### src/hw/rtl/ufr_pkg.sv
// Package with the types, codes and helper functions of the update frame receiver.
`default_nettype none
package ufr_pkg;

    localparam logic [7:0] BYTE_START     = 8'h0F;
    localparam logic [7:0] BYTE_END       = 8'hF0;
    localparam logic [7:0] BYTE_ACK       = 8'h79;
    localparam logic [7:0] BYTE_NACK      = 8'h7F;
    localparam logic [7:0] BYTE_WORD_OK   = 8'h69;
    localparam logic [7:0] BYTE_FRAMES_OK = 8'h77;
    localparam logic [7:0] HDR_DATA       = 8'h00;
    localparam logic [7:0] HDR_CRC        = 8'h06;
    localparam logic [7:0] HDR_LEN        = 8'h07;
    localparam logic [7:0] HDR_FRAMES     = 8'h08;

    localparam logic [31:0] LENGTH_RESET  = 32'h0403_0201;
    localparam logic        KIND_REPLY    = 1'b0;
    localparam logic        KIND_PAYLOAD  = 1'b1;
    localparam int          TDATA_W       = 152;

    typedef enum logic [4:0] {
        PH_HEADER = 5'b00001,
        PH_DATA   = 5'b00010,
        PH_CRC    = 5'b00100,
        PH_LEN    = 5'b01000,
        PH_FRAMES = 5'b10000
    } t_phase;

    typedef struct packed {
        logic        kind;
        logic [7:0]  out_byte;
        logic [7:0]  payload_index;
        logic [15:0] frame_offset;
        logic [15:0] accepted_frames;
        logic [31:0] program_crc;
        logic [31:0] program_length;
        logic [31:0] program_frames;
        logic        session_active;
        logic        end_seen;
    } t_result;

    function automatic logic [7:0] word_xor(input logic [31:0] w);
        return w[7:0] ^ w[15:8] ^ w[23:16] ^ w[31:24];
    endfunction

    function automatic logic [31:0] put_byte(input logic [31:0] w, input logic [1:0] pos,
                                             input logic [7:0] b);
        logic [31:0] r;
        r = w;
        case (pos)
            2'd0:    r[7:0]   = b;
            2'd1:    r[15:8]  = b;
            2'd2:    r[23:16] = b;
            default: r[31:24] = b;
        endcase
        return r;
    endfunction

endpackage
`default_nettype wire

### src/hw/rtl/ufr_core.sv
// Frame parser state and per-byte result logic of the update frame receiver.
`default_nettype none
module ufr_core (
    input  wire                  i_clk,
    input  wire                  i_rst_n,
    input  wire                  i_advance,
    input  wire  [7:0]           i_byte,
    output logic                 o_res_valid,
    output ufr_pkg::t_result     o_res
);

    ufr_pkg::t_phase r_phase, n_phase;
    logic [8:0]  r_count, n_count;
    logic [7:0]  r_len, n_len;
    logic [7:0]  r_xor, n_xor;
    logic [15:0] r_offset, n_offset;
    logic        r_active, n_active;
    logic        r_end, n_end;
    logic [15:0] r_frames_cnt, n_frames_cnt;
    logic [31:0] r_crc, n_crc;
    logic [31:0] r_length, n_length;
    logic [31:0] r_fwords, n_fwords;

    logic        w_valid;
    logic        w_kind;
    logic [7:0]  w_byte;
    logic [7:0]  w_index;
    logic [31:0] w_word;
    logic [8:0]  w_data_end;

    always_comb begin
        n_phase      = r_phase;
        n_count      = r_count;
        n_len        = r_len;
        n_xor        = r_xor;
        n_offset     = r_offset;
        n_active     = r_active;
        n_end        = r_end;
        n_frames_cnt = r_frames_cnt;
        n_crc        = r_crc;
        n_length     = r_length;
        n_fwords     = r_fwords;
        w_valid      = 1'b0;
        w_kind       = ufr_pkg::KIND_REPLY;
        w_byte       = ufr_pkg::BYTE_ACK;
        w_index      = 8'd0;
        w_data_end   = {1'b0, r_len} + 9'd3;
        w_word       = r_crc;

        case (r_phase)
            ufr_pkg::PH_DATA: begin
                if (r_count == 9'd0) begin
                    n_len   = i_byte;
                    n_xor   = i_byte;
                    n_count = 9'd1;
                end else if (r_count == 9'd1 || r_count == 9'd2) begin
                    if (r_count == 9'd1) begin
                        n_offset[15:8] = i_byte;
                    end else begin
                        n_offset[7:0] = i_byte;
                    end
                    n_xor   = r_xor ^ i_byte;
                    n_count = r_count + 9'd1;
                end else if (r_count < w_data_end) begin
                    n_xor   = r_xor ^ i_byte;
                    n_count = r_count + 9'd1;
                    w_valid = 1'b1;
                    w_kind  = ufr_pkg::KIND_PAYLOAD;
                    w_byte  = i_byte;
                    w_index = 8'(r_count - 9'd3);
                end else begin
                    n_phase = ufr_pkg::PH_HEADER;
                    n_count = 9'd0;
                    if (r_active) begin
                        w_valid = 1'b1;
                        if (i_byte == r_xor) begin
                            w_byte = ufr_pkg::BYTE_ACK;
                            if (r_frames_cnt != 16'hFFFF) begin
                                n_frames_cnt = r_frames_cnt + 16'd1;
                            end
                        end else begin
                            w_byte = ufr_pkg::BYTE_NACK;
                        end
                    end
                end
            end
            ufr_pkg::PH_CRC, ufr_pkg::PH_LEN, ufr_pkg::PH_FRAMES: begin
                case (r_phase)
                    ufr_pkg::PH_CRC: w_word = r_crc;
                    ufr_pkg::PH_LEN: w_word = r_length;
                    default:         w_word = r_fwords;
                endcase
                if (r_count < 9'd4) begin
                    case (r_phase)
                        ufr_pkg::PH_CRC: n_crc    = ufr_pkg::put_byte(r_crc, r_count[1:0], i_byte);
                        ufr_pkg::PH_LEN: n_length = ufr_pkg::put_byte(r_length, r_count[1:0],
                                                                      i_byte);
                        default:         n_fwords = ufr_pkg::put_byte(r_fwords, r_count[1:0],
                                                                      i_byte);
                    endcase
                    n_count = r_count + 9'd1;
                end else begin
                    n_phase = ufr_pkg::PH_HEADER;
                    n_count = 9'd0;
                    w_valid = 1'b1;
                    if (i_byte != ufr_pkg::word_xor(w_word)) begin
                        w_byte = ufr_pkg::BYTE_NACK;
                    end else if (r_phase == ufr_pkg::PH_FRAMES) begin
                        w_byte = ufr_pkg::BYTE_FRAMES_OK;
                    end else begin
                        w_byte = ufr_pkg::BYTE_WORD_OK;
                    end
                end
            end
            default: begin
                n_phase = ufr_pkg::PH_HEADER;
                n_count = 9'd0;
                case (i_byte)
                    ufr_pkg::BYTE_START: begin
                        n_active = 1'b1;
                        w_valid  = 1'b1;
                    end
                    ufr_pkg::BYTE_END: begin
                        n_active     = 1'b0;
                        n_end        = 1'b1;
                        n_frames_cnt = 16'd0;
                        w_valid      = 1'b1;
                    end
                    ufr_pkg::HDR_DATA:   n_phase = ufr_pkg::PH_DATA;
                    ufr_pkg::HDR_CRC:    n_phase = ufr_pkg::PH_CRC;
                    ufr_pkg::HDR_LEN:    n_phase = ufr_pkg::PH_LEN;
                    ufr_pkg::HDR_FRAMES: n_phase = ufr_pkg::PH_FRAMES;
                    default:             n_phase = ufr_pkg::PH_HEADER;
                endcase
            end
        endcase
    end

    always_ff @(posedge i_clk) begin
        if (!i_rst_n) begin
            r_phase      <= ufr_pkg::PH_HEADER;
            r_count      <= 9'd0;
            r_len        <= 8'd0;
            r_xor        <= 8'd0;
            r_offset     <= 16'd0;
            r_active     <= 1'b0;
            r_end        <= 1'b0;
            r_frames_cnt <= 16'd0;
            r_crc        <= 32'd0;
            r_length     <= ufr_pkg::LENGTH_RESET;
            r_fwords     <= 32'd0;
        end else if (i_advance) begin
            r_phase      <= n_phase;
            r_count      <= n_count;
            r_len        <= n_len;
            r_xor        <= n_xor;
            r_offset     <= n_offset;
            r_active     <= n_active;
            r_end        <= n_end;
            r_frames_cnt <= n_frames_cnt;
            r_crc        <= n_crc;
            r_length     <= n_length;
            r_fwords     <= n_fwords;
        end
    end

    assign o_res_valid = w_valid;

    always_comb begin
        o_res.kind            = w_kind;
        o_res.out_byte        = w_byte;
        o_res.payload_index   = w_index;
        o_res.frame_offset    = n_offset;
        o_res.accepted_frames = n_frames_cnt;
        o_res.program_crc     = n_crc;
        o_res.program_length  = n_length;
        o_res.program_frames  = n_fwords;
        o_res.session_active  = n_active;
        o_res.end_seen        = n_end;
    end

endmodule
`default_nettype wire

### src/hw/rtl/ufr_out_reg.sv
// Result register that holds one finished result until the master side takes it.
`default_nettype none
module ufr_out_reg (
    input  wire                  i_clk,
    input  wire                  i_rst_n,
    input  wire                  i_load,
    input  wire                  i_res_valid,
    input  ufr_pkg::t_result     i_res,
    input  wire                  i_tready,
    output logic                 o_tvalid,
    output logic                 o_free,
    output ufr_pkg::t_result     o_res
);

    logic             r_valid;
    ufr_pkg::t_result r_res;

    assign o_free = !r_valid || i_tready;

    always_ff @(posedge i_clk) begin
        if (!i_rst_n) begin
            r_valid <= 1'b0;
        end else if (i_load && i_res_valid) begin
            r_valid <= 1'b1;
        end else if (i_tready) begin
            r_valid <= 1'b0;
        end
    end

    always_ff @(posedge i_clk) begin
        if (i_load && i_res_valid) begin
            r_res <= i_res;
        end
    end

    assign o_tvalid = r_valid;
    assign o_res    = r_res;

endmodule
`default_nettype wire

### src/hw/rtl/update_frame_receiver_top.sv
// Top level of the update frame receiver: input register, parser core and result register.
// A byte is first captured in the input register; its result is then loaded into the result
// register, from which it is presented on the master side.
// Throughput: one byte per cycle; the parser state is updated by one pass of logic per byte.
// A stalled master side holds back the input register and then the slave side.
// Reset is synchronous and active low; it empties both registers and returns the parser
// to the header phase with the length word at 0x04030201.
`default_nettype none
module update_frame_receiver_top (
    input  wire                         i_clk,
    input  wire                         i_rst_n,
    input  wire                         i_s_tvalid,
    output logic                        o_s_tready,
    input  wire  [7:0]                  i_s_tdata,   // [7:0] rx_byte
    output logic                        o_m_tvalid,
    input  wire                         i_m_tready,
    output logic [ufr_pkg::TDATA_W-1:0] o_m_tdata,   // [7:0] out_byte, [15:8] payload_index,
                                                     // [31:16] frame_offset,
                                                     // [47:32] accepted_frames,
                                                     // [79:48] program_crc,
                                                     // [111:80] program_length,
                                                     // [143:112] program_frames,
                                                     // [144] session_active, [145] end_seen,
                                                     // [151:146] zero
    output logic                        o_m_tuser    // [0] result_kind
);

    logic             r_in_valid;
    logic [7:0]       r_in_byte;
    logic             w_free;
    logic             w_advance;
    logic             w_res_valid;
    ufr_pkg::t_result w_res;
    ufr_pkg::t_result w_out;

    assign w_advance  = r_in_valid && w_free;
    assign o_s_tready = !r_in_valid || w_advance;

    always_ff @(posedge i_clk) begin
        if (!i_rst_n) begin
            r_in_valid <= 1'b0;
        end else if (o_s_tready) begin
            r_in_valid <= i_s_tvalid;
        end
    end

    always_ff @(posedge i_clk) begin
        if (o_s_tready && i_s_tvalid) begin
            r_in_byte <= i_s_tdata;
        end
    end

    ufr_core u_core (
        .i_clk       (i_clk),
        .i_rst_n     (i_rst_n),
        .i_advance   (w_advance),
        .i_byte      (r_in_byte),
        .o_res_valid (w_res_valid),
        .o_res       (w_res)
    );

    ufr_out_reg u_out (
        .i_clk       (i_clk),
        .i_rst_n     (i_rst_n),
        .i_load      (w_advance),
        .i_res_valid (w_res_valid),
        .i_res       (w_res),
        .i_tready    (i_m_tready),
        .o_tvalid    (o_m_tvalid),
        .o_free      (w_free),
        .o_res       (w_out)
    );

    assign o_m_tuser = w_out.kind;
    assign o_m_tdata = {6'd0, w_out.end_seen, w_out.session_active, w_out.program_frames,
                        w_out.program_length, w_out.program_crc, w_out.accepted_frames,
                        w_out.frame_offset, w_out.payload_index, w_out.out_byte};

    a_in_hold: assert property (@(posedge i_clk) disable iff (!i_rst_n)
        r_in_valid && !w_advance |=> r_in_valid && $stable(r_in_byte))
        else $error("Input register lost a byte while the result side was stalled.");

    a_payload_index: assert property (@(posedge i_clk) disable iff (!i_rst_n)
        o_m_tvalid && (o_m_tuser == ufr_pkg::KIND_PAYLOAD) |-> o_m_tdata[15:8] != 8'hFF)
        else $error("Payload index out of range.");

    a_reply_index: assert property (@(posedge i_clk) disable iff (!i_rst_n)
        o_m_tvalid && (o_m_tuser == ufr_pkg::KIND_REPLY) |-> o_m_tdata[15:8] == 8'd0)
        else $error("Reply result carries a non-zero payload index.");

    a_end_sticky: assert property (@(posedge i_clk) disable iff (!i_rst_n)
        o_m_tvalid && o_m_tdata[145] && !o_m_tdata[144] |-> o_m_tdata[47:32] == 16'd0)
        else $error("End of session left the frame count set.");

endmodule
`default_nettype wire

### config.mk
export PLATFORM = sky130hd
export DESIGN_NAME = update_frame_receiver_top
export DESIGN_NICKNAME = d
export VERILOG_FILES = /design/src/hw/rtl/ufr_pkg.sv /design/src/hw/rtl/ufr_core.sv /design/src/hw/rtl/ufr_out_reg.sv /design/src/hw/rtl/update_frame_receiver_top.sv
export SDC_FILE = /design/constraint.sdc
export NUM_CORES = 1
export LEC_CHECK = 0
export BUFFER_PORTS_ARGS = -buffer_cell sky130_fd_sc_hd__clkbuf_2
export CAP_MARGIN = 30
export CELL_PAD_IN_SITES_DETAIL_PLACEMENT = 0
export CELL_PAD_IN_SITES_GLOBAL_PLACEMENT = 1
export CORE_MARGIN = 2
export CORE_UTILIZATION = 29
export CTS_CLUSTER_DIAMETER = 30
export DETAILED_ROUTE_END_ITERATION = 6
export GPL_TIMING_DRIVEN = 0
export PLACE_DENSITY = 0.61
export SLEW_MARGIN = 20
export SYNTH_ARGS = -nofsm -noshare
export SYNTH_HDL_FRONTEND = slang
export SYNTH_SLANG_ARGS = --single-unit
### constraint.sdc
create_clock -name i_clk -period 6.9 [get_ports i_clk]
set_clock_uncertainty 0.2 [all_clocks]
set_input_delay 0.69 -clock i_clk [delete_from_list [all_inputs] [get_ports i_clk]]
set_output_delay 0.69 -clock i_clk [all_outputs]
set_load 0.01 [all_outputs]
## Word level (Yosys, flattened, before mapping)

Cells that the tools add are included.
Widths: inputs -> output; s select.

- Output and inout bits: 155
- Flip-flop bits (word level): 317
- Input bits: 12
- Logic and storage cells: 152

- Multiplexer cells: 73
- Equal/unequal tests: 20
- Reduce and logical (&&, ||, !) cells: 23
- $lt $le $gt $ge: 2
- Add/subtract/negate cells: 4
- Bitwise gates (word level): 6

Operator list:

| kind | number |
|---|---|
| $mux 32 | 10 |
| $mux 8 | 23 |
| $mux 16 | 10 |
| $pmux 32 s2 | 1 |
| $mux 9 | 4 |
| $pmux 16 s2 | 1 |
| $xor 8x8->8 | 4 |
| $mux 5 | 5 |
| $pmux 5 s4 | 1 |
| $pmux 9 s2 | 1 |
| $add 16x1->16 const B | 1 |
| $eq 8x3->1 const B | 2 |
| $eq 8x4->1 const B | 2 |
| $ne 16x16->1 const B | 1 |
| $pmux 8 s2 | 1 |
| $mux 1 | 12 |
| $pmux 5 s2 | 1 |
| $add 8x2->9 const B | 1 |
| $add 9x1->9 const B | 1 |
| $eq 9x1->1 const B | 1 |
| $eq 9x2->1 const B | 1 |
| $logic_not 9->1 | 1 |
| $lt 9x3->1 const B | 1 |
| $lt 9x9->1 | 1 |
| other kinds (26) | 41 |

## Longest topological paths before layout

- Word-level depth: 10
- Mapped depth: 14
- Mapped depth without buffers: 13

## By module

From an unflattened synthesis, not the netlist that was laid out.

- Cell total of the unflattened synthesis: 1434
- Area, all modules: 14821.7 um^2

By module, submodules not included:

| module | sequential area each (um^2) | times used | cells an instance | area an instance (um^2) |
|---|---|---|---|---|
| ufr_core | 3203.1 | 1 | 1261 | 10000.8 |
| ufr_out_reg | 4434.3 | 1 | 152 | 4466.8 |
| update_frame_receiver_top | 260.2 | 1 | 21 | 354.1 |

## Least setup slack after synthesis

No wires, ideal clock.

- Kind: register to register
- From: register u_core.r_len[0]
- To: register u_out.r_res, in the netlist u_out.o_res[0], enable pin
- Library setup time: 500 ps
- Data arrival time: 5261 ps
- Buffers on the path: 0
- Clock period less this slack: 5961 ps
- Stages on the path, launching flop included: 14
- Setup slack: 939 ps
- Required time: 6200 ps
- Path through: dfxtp_1 -> inv_1 -> ha_1 -> nor2_1 -> and3_1 -> xnor2_1 -> ha_1 -> a21o_1 -> a21o_1 -> a21oi_1 -> nand3b_1 -> nand2_1 -> o21ai_0 -> inv_1

- Word-level cells in the longest chain between the ends: 7

RTL lines:

| element | line | RTL |
|---|---|---|
| start: declaration | ufr_core.sv:14 | `logic [7:0] r_len, n_len;` |
| start signal: assignment | ufr_core.sv:155 | `r_len <= n_len;` |
| $add 8x2->9 | ufr_core.sv:47 | `w_data_end = {1'b0, r_len} + 9'd3;` |
| $lt 9x9->1 | ufr_core.sv:64 | `end else if (r_count < w_data_end) begin` |
| $mux 1 | ufr_core.sv:64 |  |
| $mux 1 | ufr_core.sv:56 | `end else if (r_count == 9'd1 \|\| r_count == 9'd2) begin` |
| $mux 1 | ufr_core.sv:52 | `if (r_count == 9'd0) begin` |
| $pmux 1 s2 | ufr_core.sv:50 | `case (r_phase)` |
| $logic_and 1x1->1 | ufr_out_reg.sv:31 | `if (i_load && i_res_valid) begin` |
| end signal: assignment | ufr_out_reg.sv:32 | `r_res <= i_res;` |
| end: declaration | ufr_out_reg.sv:16 | `ufr_pkg::t_result r_res;` |

Every way passes these cells.
A chain may end at the register's enable or synchronous reset.

## Worst setup path in the final report

- From: register u_core.r_len[0]
- To: register u_out.r_res, in the netlist u_out.o_res[16], enable pin

Same word-level chain as after synthesis.

==> report_table.html <==
<table>
<tr><th>Metric</th><th>Value</th></tr>
<tr><th colspan="2">Min path</th></tr>
<tr><td>Min-Delay Startpoint</td><td>i_s_tdata[6]</td></tr>
<tr><td>Endpoint of the worst hold path</td><td>r_in_byte[6]</td></tr>
<tr><td>Worst hold path depth</td><td>1</td></tr>
<tr><td>Worst hold path type</td><td>primary input to flop</td></tr>
<tr><th colspan="2">Global routing</th></tr>
<tr><td>GRT Residual Overflow</td><td>0</td></tr>
<tr><td>Pin count of the biggest net entering global routing</td><td>around 100</td></tr>
<tr><td>Vias in the first global route</td><td>12560</td></tr>
<tr><td>First-pass GRT wire length</td><td>81330 um</td></tr>
<tr><td>GRT Resource Usage Total</td><td>0.2066</td></tr>
<tr><td>Initial antenna violation count</td><td>0</td></tr>
<tr><th colspan="2">Floorplan</th></tr>
<tr><td>Cell row count</td><td>83</td></tr>
<tr><td>Core region area</td><td>51200 um2</td></tr>
<tr><td>Die area</td><td>between 50000 and 60000 um2</td></tr>
<tr><td>Die extent in x</td><td>roughly 230 um</td></tr>
<tr><td>Initial core utilization</td><td>0.2926</td></tr>
<tr><td>I/O pin count</td><td>167</td></tr>
<tr><td>Overall die height</td><td>231.3 um</td></tr>
<tr><th colspan="2">Detailed routing</th></tr>
<tr><td>Average routed wire per standard cell</td><td>around 22 um</td></tr>
<tr><td>Vias</td><td>12910</td></tr>
<tr><td>Number of violations reported at the end of detailed-routing iteration 0</td><td>1184</td></tr>
<tr><td>Post-detailed-routing wire length</td><td>55970 um</td></tr>
<tr><td>Antenna violation net count after detailed routing</td><td>0</td></tr>
<tr><td>Post-detailed-route via-to-cell ratio</td><td>5.123</td></tr>
<tr><td>Number of remaining DRC errors</td><td>0</td></tr>
<tr><td>Detailed Routing Iterations Pass 1</td><td>6</td></tr>
<tr><th colspan="2">Layout</th></tr>
<tr><td>Final standard cell utilization of the core</td><td>0.3847</td></tr>
<tr><td>Fraction of final layout cells with drive strength greater than 1</td><td>0.2447</td></tr>
<tr><td>Fillers</td><td>5087</td></tr>
<tr><td>Net count of the finished layout</td><td>approximately 1800</td></tr>
<tr><td>Design Area, Final</td><td>19700 um2</td></tr>
<tr><td>Syn-to-layout area delta</td><td>31.50%</td></tr>
<tr><td>Multi-input gate area</td><td>around 6500 um2</td></tr>
<tr><td>Register Area</td><td>7898 um2</td></tr>
<tr><td>Count of non-filler cells in the finished layout</td><td>approximately 2500</td></tr>
<tr><th colspan="2">Timing</th></tr>
<tr><td>Worst slew margin relative to its limit</td><td>0.3101</td></tr>
<tr><td>RSZ-0062 raised after global routing</td><td>false</td></tr>
<tr><td>F_max</td><td>0.2138 GHz</td></tr>
<tr><td>Worst setup margin</td><td>roughly 2.2 ns</td></tr>
<tr><td>Total count of max-transition violations in the final report</td><td>0</td></tr>
<tr><td>Count of endpoints failing setup in the final report</td><td>0</td></tr>
<tr><td>Actual transition at the worst max-transition pin</td><td>1.035 ns</td></tr>
<tr><td>Smallest hold slack</td><td>0.06421 ns</td></tr>
<tr><td>Fin. Hold Viols</td><td>0</td></tr>
<tr><td>Final worst path period need</td><td>4.676 ns</td></tr>
<tr><td>Fin crit share</td><td>0.6777</td></tr>
<tr><th colspan="2">Clock network</th></tr>
<tr><td>Number of buffers inserted by hold repair at cts</td><td>0</td></tr>
<tr><td>Max H-tree Level</td><td>3</td></tr>
<tr><td>Clock Latency Late Sink</td><td>0.62 ns</td></tr>
<tr><td>Sinks on Clock Net</td><td>317</td></tr>
<tr><td>Clock input transition at the sequential cells of the worst setup and hold paths</td><td>0.04 ns</td></tr>
<tr><td>Number of instances resized during post-cts repair</td><td>0</td></tr>
<tr><td>TritonCTS clock tree</td><td>yes</td></tr>
<tr><td>Clock Root Buffer</td><td>clkbuf_16</td></tr>
<tr><td>Number of buffers added by the clock tree synthesis step</td><td>86</td></tr>
<tr><td>Post-CTS setup repair buffer count</td><td>0</td></tr>
<tr><td>Longest Clk Path Bufs</td><td>3</td></tr>
<tr><th colspan="2">Worst setup path</th></tr>
<tr><td>Slowest cell delay on critical path</td><td>0.62 ns</td></tr>
<tr><td>Reg-to-reg slack, setup</td><td>2.22 ns</td></tr>
<tr><td>Worst-path fanout max</td><td>97</td></tr>
<tr><td>Crit-path cells</td><td>inv_1 -&gt; ha_1 -&gt; nor2_1 -&gt; and3_1 -&gt; xnor2_1 -&gt; ha_1 -&gt; a21o_1 -&gt; a21o_1 -&gt; a21oi_1 -&gt; nand3b_1 -&gt; nand2_1 -&gt; o21ai_0 -&gt; inv_8 -&gt; buf_16</td></tr>
<tr><td>Data arrival time at the worst-slack endpoint</td><td>4.72 ns</td></tr>
<tr><td>Destination of the worst register-to-register timing path</td><td>u_out.o_res[16]</td></tr>
<tr><td>Cell at the slowest stage of the critical path</td><td>a21oi_1</td></tr>
<tr><td>Type of the worst setup path</td><td>flop to flop</td></tr>
<tr><td>Sort of element at the start of the critical path</td><td>flop</td></tr>
<tr><td>FF-to-FF Start</td><td>u_core.r_len[0]</td></tr>
<tr><td>Cell depth of the worst flop-to-flop path</td><td>14</td></tr>
<tr><td>Endpoint type of the worst setup path</td><td>flop</td></tr>
<tr><td>Critical path required time</td><td>a little under 7 ns</td></tr>
<tr><th colspan="2">Logic synthesis</th></tr>
<tr><td>Post-synthesis area per instance</td><td>around 10 um2</td></tr>
<tr><td>Fraction of registers with async set or reset after synthesis</td><td>0</td></tr>
<tr><td>Largest cells by area after synthesis</td><td>edfxtp_1, dfxtp_1, mux2_2, nand2_1, a21oi_1</td></tr>
<tr><td>Netlist area before placement</td><td>14980 um2</td></tr>
<tr><td>Area share of the largest cell type after synthesis</td><td>0.3107</td></tr>
<tr><td>Number of distinct standard cells referenced by the synthesized netlist</td><td>71</td></tr>
<tr><td>Number of synthesized register bits</td><td>roughly 320</td></tr>
<tr><td>Most common flop cell mapped by yosys</td><td>dfxtp_1</td></tr>
<tr><td>Top cell types by occurrence after synthesis</td><td>nand2_1, dfxtp_1, edfxtp_1</td></tr>
<tr><td>Number of flops mapped to enable cells by yosys</td><td>155</td></tr>
<tr><td>Most numerous cell in the Yosys netlist</td><td>nand2_1</td></tr>
<tr><td>Top cell type by total area after synthesis</td><td>edfxtp_1</td></tr>
<tr><td>Portion of the post-synthesis area used by sequential elements</td><td>0.5272</td></tr>
<tr><td>Post-synthesis cell count</td><td>1512</td></tr>
<tr><td>Warnings, synthesis</td><td>0</td></tr>
<tr><th colspan="2">Placement</th></tr>
<tr><td>Half-perimeter wire length after placement</td><td>38880 um</td></tr>
<tr><td>Count of port buffers added during placement</td><td>160</td></tr>
<tr><td>Pre-CTS setup slack</td><td>2.214 ns</td></tr>
<tr><td>Area post-placement</td><td>16680 um2</td></tr>
<tr><td>Placed cell count</td><td>2358</td></tr>
<tr><td>Routability Congestion</td><td>0.9114</td></tr>
<tr><th colspan="2">Pwr</th></tr>
<tr><td>PD cells</td><td>321.8 nW/um2</td></tr>
<tr><td>Leak pwr</td><td>~7.4 nW</td></tr>
<tr><td>Highest ir drop seen on vdd</td><td>about 0.16 mV</td></tr>
<tr><th colspan="2">Run</th></tr>
<tr><td>Number of max-cap violations</td><td>0</td></tr>
<tr><th colspan="2">Outcome</th></tr>
<tr><td>Status</td><td>complete, no violations</td></tr>
</table>
## worst max-delay path by stage
stage / start / cells after the start / to
final: u_core.r_len[0] / 14 / u_out.o_res[16]
after global routing: u_core.r_len[0] / 14 / u_out.o_res[16]
after CTS: u_core.r_len[0] / 14 / u_out.o_res[16]
after detailed placement: u_core.r_len[0] / 14 / u_out.o_res[47]
after global placement: u_core.r_len[0] / 13 / u_out.o_res[35]
after floorplan: u_core.r_len[0] / 13 / u_out.o_res[0]
## state kept, by name, indices dropped and copies added, names as in the netlist, 5 cells and up
name and cells:
u_core.r_frames_cnt 16, u_core.r_phase 5, u_out.o_res 147, u_core.r_offset 16, u_core.r_length 32, u_core.r_crc 32, u_core.r_len 8, r_in_byte 8
u_core.r_count 9, u_core.r_xor 8, u_core.r_fwords 32
## logic make-up (layout without fill, tap and decap cells)
family / Yosys count / after routing / synth area share
simple gates: 533 / 533 / 0.1599
compound gates: 331 / 331 / 0.1356
flops: 317 / 317 / 0.5272
buf+inv: 148 / 470 / 0.04018
mux: 121 / 121 / 0.09071
xor+xnor: 47 / 47 / 0.03450
fa+ha+maj: 14 / 14 / 0.01169
other cells: 1 / 7 / 0.0002503
## final cells by class
type,instances,area share
Antenna cell,1,0.0001270
Buffer,115,0.02426
Sequential cell,317,0.4009
Clock inverter,60,0.03551
Inverter,33,0.006670
Tap cell,680,0.04319
Timing Repair Buffer,161,0.04205
Clock buffer,101,0.1173
Multi-Input combinational cell,1052,0.3299
## power breakdown
part / total, mW / internal, mW / switching (mW) / leakage (nW)
Sequential: 2.00 / 1.99 / 0.0141 / 2.75
Clock: 4.10 / 2.87 / 1.24 / 1.47
Combinational: 0.233 / 0.0633 / 0.170 / 3.18
## routing by layer
metal  share of wire  track usage
met1            0.43       0.2652
met2            0.48       0.3381
met3           0.062      0.03974
met4           0.034      0.08911
met5               0            0
## critical path: cells and delay by family, from the launching register on
family / cells / cell delay, ns
xor gates and xnor gates: 1 / 0.13
adders and majority gates: 2 / 0.50
buffers and inverters: 3 / 0.82
AOI/OAI and AO/OA: 4 / 1.18
and+or+nand+nor: 4 / 0.89
DFF: 1 / 0.40
## through the flow
stage | setup TNS, ns | total power [mW]
floorplan | 0 | 2.161
global placement | -172.89 | 2.264
detailed placement | 0 | 2.264
CTS | 0 | 6.397
global route | 0 | 6.515
finish | 0 | 6.339
## placed cells by master, fill, tap and decap left out, drive strengths merged, types with 5 or more instances in the layout
cell type	Yosys	routed
a211oi	9	9
nand4	11	11
a221oi	20	20
nor2	155	155
edfxtp	155	155
o21a	6	6
buf	34	35
inv	33	41
and3	16	16
xnor2	23	23
clkinv	0	32
mux2i	27	27
conb	1	6
o211ai	8	8
clkinvlp	0	7
or2	7	7
xor2	17	17
bufinv	0	13
nand2b	8	8
and2	7	7
ha	14	14
nor3	57	57
o22ai	35	35
nand3	31	31
xnor3	6	6
o21ai	50	50
mux2	94	94
or4	7	7
nand3b	5	5
a31oi	24	24
clkbuf	81	342
a21o	7	7
o31ai	10	10
nor4	9	9
nand2	210	210
a21oi	133	133
dfxtp	162	162
(Power assumes the default switching activity.)
